--- src/wgm_pkg.sv ---
// Package for the wildcard glob matcher: sizes, codes, characters and transfer structs.
package wgm_pkg;

  localparam int PAT_MAX = 64;
  localparam int NPOS    = PAT_MAX + 1;
  localparam int LEN_W   = $clog2(PAT_MAX + 1);
  localparam int LVLS    = $clog2(NPOS);

  localparam logic [1:0] CMD_PATTERN = 2'd0;
  localparam logic [1:0] CMD_TEXT    = 2'd1;
  localparam logic [1:0] CMD_FINISH  = 2'd2;

  localparam logic [1:0] ST_OK       = 2'd0;
  localparam logic [1:0] ST_OVERFLOW = 2'd1;
  localparam logic [1:0] ST_ORDER    = 2'd2;

  localparam logic [7:0] STAR_CHAR = 8'h2A;
  localparam logic [7:0] ANY_CHAR  = 8'h3F;

  typedef struct packed {
    logic [1:0] cmd;
    logic [7:0] character;
  } in_item_t;

  typedef struct packed {
    logic       matched;
    logic [1:0] status;
  } out_item_t;

  typedef struct packed {
    logic       advance;
    logic       clear;
    logic [7:0] text_char;
  } cell_ctrl_t;

endpackage

--- src/wildcard_glob_matcher.sv ---
// Top level of the streaming glob matcher ('?' one byte, '*' any run).
//
//   channel | direction | payload     | transfer when
//   in      | input     | in_item_t   | in_valid && !in_stall
//   out     | output    | out_item_t  | out_valid && !out_stall
//
// One item per cycle while in is not stalled; every command acts on the cell row in the cycle of its transfer.
// A finish result is registered in the result buffer and appears on out once the results ahead of it have left.
// in stalls only while two results wait in the output buffer.
// Reset is synchronous; the pattern store needs no clearing pass.
module wildcard_glob_matcher (
  input  logic               clk,
  input  logic               rst,
  input  logic               in_valid,
  output logic               in_stall,
  input  wgm_pkg::in_item_t  in_data,
  output logic               out_valid,
  input  logic               out_stall,
  output wgm_pkg::out_item_t out_data
);
  import wgm_pkg::*;

  logic [LEN_W-1:0]   len;
  logic               text_begun;
  logic [1:0]         fault;
  logic               live_end;

  logic               acc;
  logic               is_pat;
  logic               is_text;
  logic               is_fin;
  logic               store;
  logic [PAT_MAX-1:0] load;
  logic [PAT_MAX-1:0] act;
  logic [PAT_MAX-1:0] prop;
  logic [PAT_MAX-1:0] cell_live;
  logic [PAT_MAX:0]   step;
  logic [NPOS-1:0]    live;
  logic [NPOS-1:0]    closed;
  cell_ctrl_t         ctrl;
  out_item_t          result;

  assign acc     = in_valid & ~in_stall;
  assign is_pat  = acc & (in_data.cmd == CMD_PATTERN);
  assign is_text = acc & (in_data.cmd == CMD_TEXT);
  assign is_fin  = acc & (in_data.cmd == CMD_FINISH);
  assign store   = is_pat & ~text_begun & (len != LEN_W'(PAT_MAX));

  assign ctrl.advance   = is_text;
  assign ctrl.clear     = is_fin;
  assign ctrl.text_char = in_data.character;

  assign step[0] = 1'b0;
  assign live    = {live_end, cell_live};

  for (genvar i = 0; i < PAT_MAX; i++) begin : g_cell
    assign act[i]  = (len > LEN_W'(i));
    assign load[i] = store & (len == LEN_W'(i));

    wgm_cell u_cell (
      .clk       (clk),
      .rst       (rst),
      .live_init (i == 0),
      .load      (load[i]),
      .load_char (in_data.character),
      .ctrl      (ctrl),
      .act       (act[i]),
      .closed_in (closed[i]),
      .step_in   (step[i]),
      .step_out  (step[i+1]),
      .live      (cell_live[i]),
      .prop      (prop[i])
    );
  end

  wgm_closure u_closure (
    .live   (live),
    .prop   (prop),
    .closed (closed)
  );

  assign result.matched = closed[len];
  assign result.status  = fault;

  always_ff @(posedge clk) begin
    if (rst || is_fin) begin
      len        <= '0;
      text_begun <= 1'b0;
      fault      <= ST_OK;
      live_end   <= 1'b0;
    end else begin
      if (store) begin
        len <= len + LEN_W'(1);
      end
      if (is_pat && fault == ST_OK) begin
        if (text_begun) begin
          fault <= ST_ORDER;
        end else if (len == LEN_W'(PAT_MAX)) begin
          fault <= ST_OVERFLOW;
        end
      end
      if (is_text) begin
        text_begun <= 1'b1;
        live_end   <= step[PAT_MAX];
      end
    end
  end

  wgm_rbuf u_rbuf (
    .clk       (clk),
    .rst       (rst),
    .push      (is_fin),
    .push_item (result),
    .full      (in_stall),
    .out_valid (out_valid),
    .out_stall (out_stall),
    .out_data  (out_data)
  );

endmodule

--- src/wgm_cell.sv ---
// One pattern position: stored character, live bit and step to the next position.
module wgm_cell (
  input  logic              clk,
  input  logic              rst,
  input  logic              live_init,
  input  logic              load,
  input  logic [7:0]        load_char,
  input  wgm_pkg::cell_ctrl_t ctrl,
  input  logic              act,
  input  logic              closed_in,
  input  logic              step_in,
  output logic              step_out,
  output logic              live,
  output logic              prop
);
  import wgm_pkg::*;

  logic [7:0] pat;
  logic       is_star;
  logic       hit;

  assign is_star  = (pat == STAR_CHAR);
  assign hit      = (pat == ANY_CHAR) || (pat == ctrl.text_char);
  assign prop     = act & is_star;
  assign step_out = closed_in & act & ~is_star & hit;

  always_ff @(posedge clk) begin
    if (load) begin
      pat <= load_char;
    end
  end

  always_ff @(posedge clk) begin
    if (rst || ctrl.clear) begin
      live <= live_init;
    end else if (ctrl.advance) begin
      live <= (closed_in & prop) | step_in;
    end
  end

endmodule

--- src/wgm_closure.sv ---
// Parallel-prefix empty-run closure of the live set across runs of stars.
module wgm_closure (
  input  logic [wgm_pkg::NPOS-1:0]    live,
  input  logic [wgm_pkg::PAT_MAX-1:0] prop,
  output logic [wgm_pkg::NPOS-1:0]    closed
);
  import wgm_pkg::*;

  logic [NPOS-1:0] g [LVLS+1];
  logic [NPOS-1:0] p [LVLS+1];

  always_comb begin
    g[0] = live;
    p[0] = {prop, 1'b0};
    for (int l = 0; l < LVLS; l++) begin
      for (int j = 0; j < NPOS; j++) begin
        if (j >= (1 << l)) begin
          g[l+1][j] = g[l][j] | (p[l][j] & g[l][j - (1 << l)]);
          p[l+1][j] = p[l][j] & p[l][j - (1 << l)];
        end else begin
          g[l+1][j] = g[l][j];
          p[l+1][j] = p[l][j];
        end
      end
    end
    closed = g[LVLS];
  end

endmodule

--- src/wgm_rbuf.sv ---
// Two-entry result buffer between the matcher and the output channel.
module wgm_rbuf (
  input  logic                clk,
  input  logic                rst,
  input  logic                push,
  input  wgm_pkg::out_item_t  push_item,
  output logic                full,
  output logic                out_valid,
  input  logic                out_stall,
  output wgm_pkg::out_item_t  out_data
);
  import wgm_pkg::*;

  out_item_t  mem [2];
  logic       rd_ptr;
  logic       wr_ptr;
  logic [1:0] count;
  logic       pop;

  assign out_valid = (count != 2'd0);
  assign full      = (count == 2'd2);
  assign out_data  = mem[rd_ptr];
  assign pop       = out_valid & ~out_stall;

  always_ff @(posedge clk) begin
    if (push) begin
      mem[wr_ptr] <= push_item;
    end
  end

  always_ff @(posedge clk) begin
    if (rst) begin
      rd_ptr <= 1'b0;
      wr_ptr <= 1'b0;
      count  <= 2'd0;
    end else begin
      if (push) begin
        wr_ptr <= ~wr_ptr;
      end
      if (pop) begin
        rd_ptr <= ~rd_ptr;
      end
      case ({push, pop})
        2'b10:   count <= count + 2'd1;
        2'b01:   count <= count - 2'd1;
        default: count <= count;
      endcase
    end
  end

endmodule

--- config.mk ---
export PLATFORM = sky130hd
export DESIGN_NAME = wildcard_glob_matcher
export DESIGN_NICKNAME = d
export VERILOG_FILES = /design/src/wgm_pkg.sv /design/src/wildcard_glob_matcher.sv /design/src/wgm_cell.sv /design/src/wgm_closure.sv /design/src/wgm_rbuf.sv
export SDC_FILE = /design/constraint.sdc
export NUM_CORES = 1
export LEC_CHECK = 0
export BUFFER_PORTS_ARGS = -buffer_cell sky130_fd_sc_hd__buf_4
export CORE_UTILIZATION = 30
export CTS_CLUSTER_DIAMETER = 80
export CTS_CLUSTER_SIZE = 16
export DETAILED_ROUTE_END_ITERATION = 8
export HOLD_SLACK_MARGIN = 0.08
export SLEW_MARGIN = 20
export SYNTH_ARGS = -nofsm -noshare
export SYNTH_HDL_FRONTEND = slang
export SYNTH_SLANG_ARGS = --single-unit
--- constraint.sdc ---
create_clock -name clk -period 5.3 [get_ports clk]
set_input_delay 1.06 -clock clk [delete_from_list [all_inputs] [get_ports clk]]
set_output_delay 1.06 -clock clk [all_outputs]
set_load 0.03 [all_outputs]
==> results.py <==
metrics = {
    "critical_path": {
        "r2r_slack_ps": 130,
        "r2r-end": "u_rbuf.mem[1][2]",
        "critPathLaunch": "len[2]",
        "arrival_ps": 5480,
        "reg2reg_from": "len[2]",
        "reg2reg_depth": 13,
        "critical_path.max_stage_delay_ps": 690,
        "cp_slowest_cell": "or4b_2",
        "required_ps": 5620,
        "startpoint_type": "flop",
        "cp-endpoint": "u_rbuf.mem[1][2]",
        "worstSetupPathType": "reg -> reg",
        "critical_path.cell_chain": "or4b_2 > a31oi_1 > or3_1 > o31ai_1 > a21o_1 > a221oi_2 > o21ai_1 > nand3_1 > a21oi_1 > nor4_1 > o2111ai_1 > nor4_1 > nand4_1",
        "critical_path.most_common_cell": "nor4_1",
        "cp-end-kind": "flop",
        "cp_max_fo": 23,
    },
    "clock_network": {
        "ctsHoldBuffers": 0,
        "clockBufferDepth": 3,
        "cts_buffers": 46,
        "clock-root-buffer": "clkbuf_16",
        "clkSlewWorstSetupHoldPaths_ps": 70,
        "clock_sink_count": 598,
        "clock_latency_ps": 610,
        "cts_tree": "yes",
        "h-tree-depth": 2,
        "ctsResizeCount": 0,
        "post_cts_buffers": 0,
    },
    "logic_synthesis": {
        "synth_top_area_cell": "edfxtp_1",
        "synthFlopType": "edfxtp_1",
        "syn_area_sq_um": 33800,
        "yosysUniqueCellTypes": 111,
        "synth_seq_cells": 598,
        "synth.most_common_cell": "edfxtp_1",
        "syn_area_per_cell_sq_um": 10.6,
        "ys_warn_count": 0,
        "synth.top_cell.area_share": 0.461,
        "synth_enable_flop_cells": 518,
        "synth_nets": 3211,
        "synth_common_cells": "edfxtp_1, xnor2_1, nor2_1",
        "ys_seq_area_frac": 0.508,
        "postSynth.asyncResetShare": 0,
        "ys_top_cells_by_area": "edfxtp_1, xnor2_1, dfxtp_1",
        "synth_cells": 3192,
    },
    "placed_design": {
        "post-place-cells": 4679,
        "pre_cts_slack_ps": 406,
        "io_buffers": 18,
        "placed_cell_area_sq_um": 36200,
        "place_hpwl_mm": 72.4,
        "routabilityCongestion": 0.989,
    },
    "global_routing": {
        "overflow": 0,
        "grt_usage": 0.173,
        "grt_pass1_vias": 25045,
        "antenna_found_initial": 1,
        "grt_pass1_wl_mm": 153,
        "grt_max_degree": 89,
    },
    "power_and_ir_drop": {
        "pwr_density_cell_nw_per_um2": 248,
        "power_uw": 9340,
        "p_leak_uw": 0.0111,
        "vdd_drop_max_mv": 0.180,
    },
    "route": {
        "drt-initial-drc-count": 2662,
        "drt_pass1_iterations": 6,
        "routedWlPerCell_um": 21.1,
        "wl_mm": 101,
        "vias_per_cell": 5.53,
        "drc": 0,
        "detail-route-antenna-nets": 0,
        "vias": 26348,
    },
    "timing": {
        "setup_viol": 0,
        "fin_crit_ps": 5170,
        "drv_slew": 0,
        "fin_crit_sh": 0.975,
        "fmax_mhz": 194,
        "relSlewSlack": 0.148,
        "rsz0062_at_grt": "false",
        "setup_ws_ps": 133,
        "worstMarginPinSlew_ps": 1270,
        "hold_viol": 0,
        "fin_skew_ps": 21.7,
        "tns_ps": 0,
    },
    "floorplanning": {
        "core-area_sq_um": 111000,
        "die_area_sq_um": 114000,
        "top_level_ports": 19,
        "num_rows": 122,
        "die_h_um": 338,
        "start_util": 0.304,
        "fp.dieW_um": 338,
    },
    "finish": {
        "drive_above_1_share": 0.0876,
        "synthToLayoutAreaGrowth_pct": 11.6,
        "final_nets": 3258,
        "fin_cells": 4766,
        "final_area_sq_um": 37700,
    },
    "worst_hold_path": {
        "hold_class": "reg -> reg",
        "min_from": "fault[0]",
    },
    "job": {
        "drv_cap": 0,
    },
    "outcome": {
        "status": "finished, final reports clean",
    },
}
flip-flops by register name, summed over array words and instances (netlist names), 2 cells and up, named ones only:
| name | flops |
|---|---|
| g_cell.u_cell.pat | 512 |
| g_cell.u_cell.live | 64 |
| u_rbuf.mem | 6 |
| fault | 2 |
| len | 7 |
| u_rbuf.count | 2 |
cells in the final DEF (no fill, tap or decap), drive strengths merged, types with 78 or more instances in the layout:
cell type,Yosys,routed
nor4,85,85
nor3,136,136
a21oi,127,127
dfxtp,80,80
nand4,122,122
nand3,98,98
o21ai,134,134
nand2,197,197
edfxtp,518,518
clkbuf,77,78
xnor2,349,349
xor2,170,170
buf,57,133
nor2,287,287
per-layer routing:
layer  share of wire  track usage  vias to the layer above
li1                -            -                    12249
met1            0.47        0.248                    13049
met2            0.45        0.270                      881
met3           0.061       0.0221                      169
met4           0.027       0.0518                        0
met5               0            0                        -
cell families after synthesis:
logic type	after synthesis	share of synthesized area
compound gates	672	0.140
xor+xnor	519	0.135
fa+ha+maj	5	0.00185
buf+inv	190	0.0237
flops	598	0.508
mux	4	0.00130
simple gates	1204	0.191
final cells by class:
type / count / area (sq um)
clock inverters: 8 / 97.6
clock buffers: 78 / 1340
fillers: 11211 / 73400
multi-input cells: 2404 / 15900
well taps: 1488 / 1860
diodes: 1 / 2.50
repair buffers: 133 / 1150
inverters: 56 / 213
flip-flops and latches: 598 / 17200
critical path, delay by kind of cell (launching register included):
| family | cells | cell delay, ps |
|---|---|---|
| AND/OR/NAND/NOR | 6 | 2350 |
| AO/OA/AOI/OAI | 7 | 1880 |
| flip-flops | 1 | 630 |
report_power, final:
| group | internal, uW | leakage [uW] | switching, uW |
|---|---|---|---|
| Combinational | 258 | 0.00508 | 449 |
| Clock | 1790 | 0.000684 | 1680 |
| Sequential | 5130 | 0.00530 | 34.4 |
| Total | 7180 | 0.0111 | 2170 |
worst min path at each step:
stage / end / slack [ps] / cells past startpoint
2_1_floorplan: u_rbuf.mem[0][0] / 430 / 0
3_3_place_gp: u_rbuf.mem[0][0] / 440 / 0
3_5_place_dp: u_rbuf.mem[0][0] / 450 / 0
4_1_cts: live_end / 460 / 2
5_1_grt: u_rbuf.mem[0][0] / 500 / 0
6_report: u_rbuf.mem[0][0] / 460 / 0
metrics by stage:
| step | utilization | hold WS [ps] |
|---|---|---|
| after CTS | 0.339 | 462 |
| after floorplan | - | 426 |
| final | 0.339 | 456 |
| after detailed placement | 0.326 | 447 |
| after global placement | 0.326 | 437 |
| after global routing | 0.339 | 497 |
(Power assumes the default switching activity.)
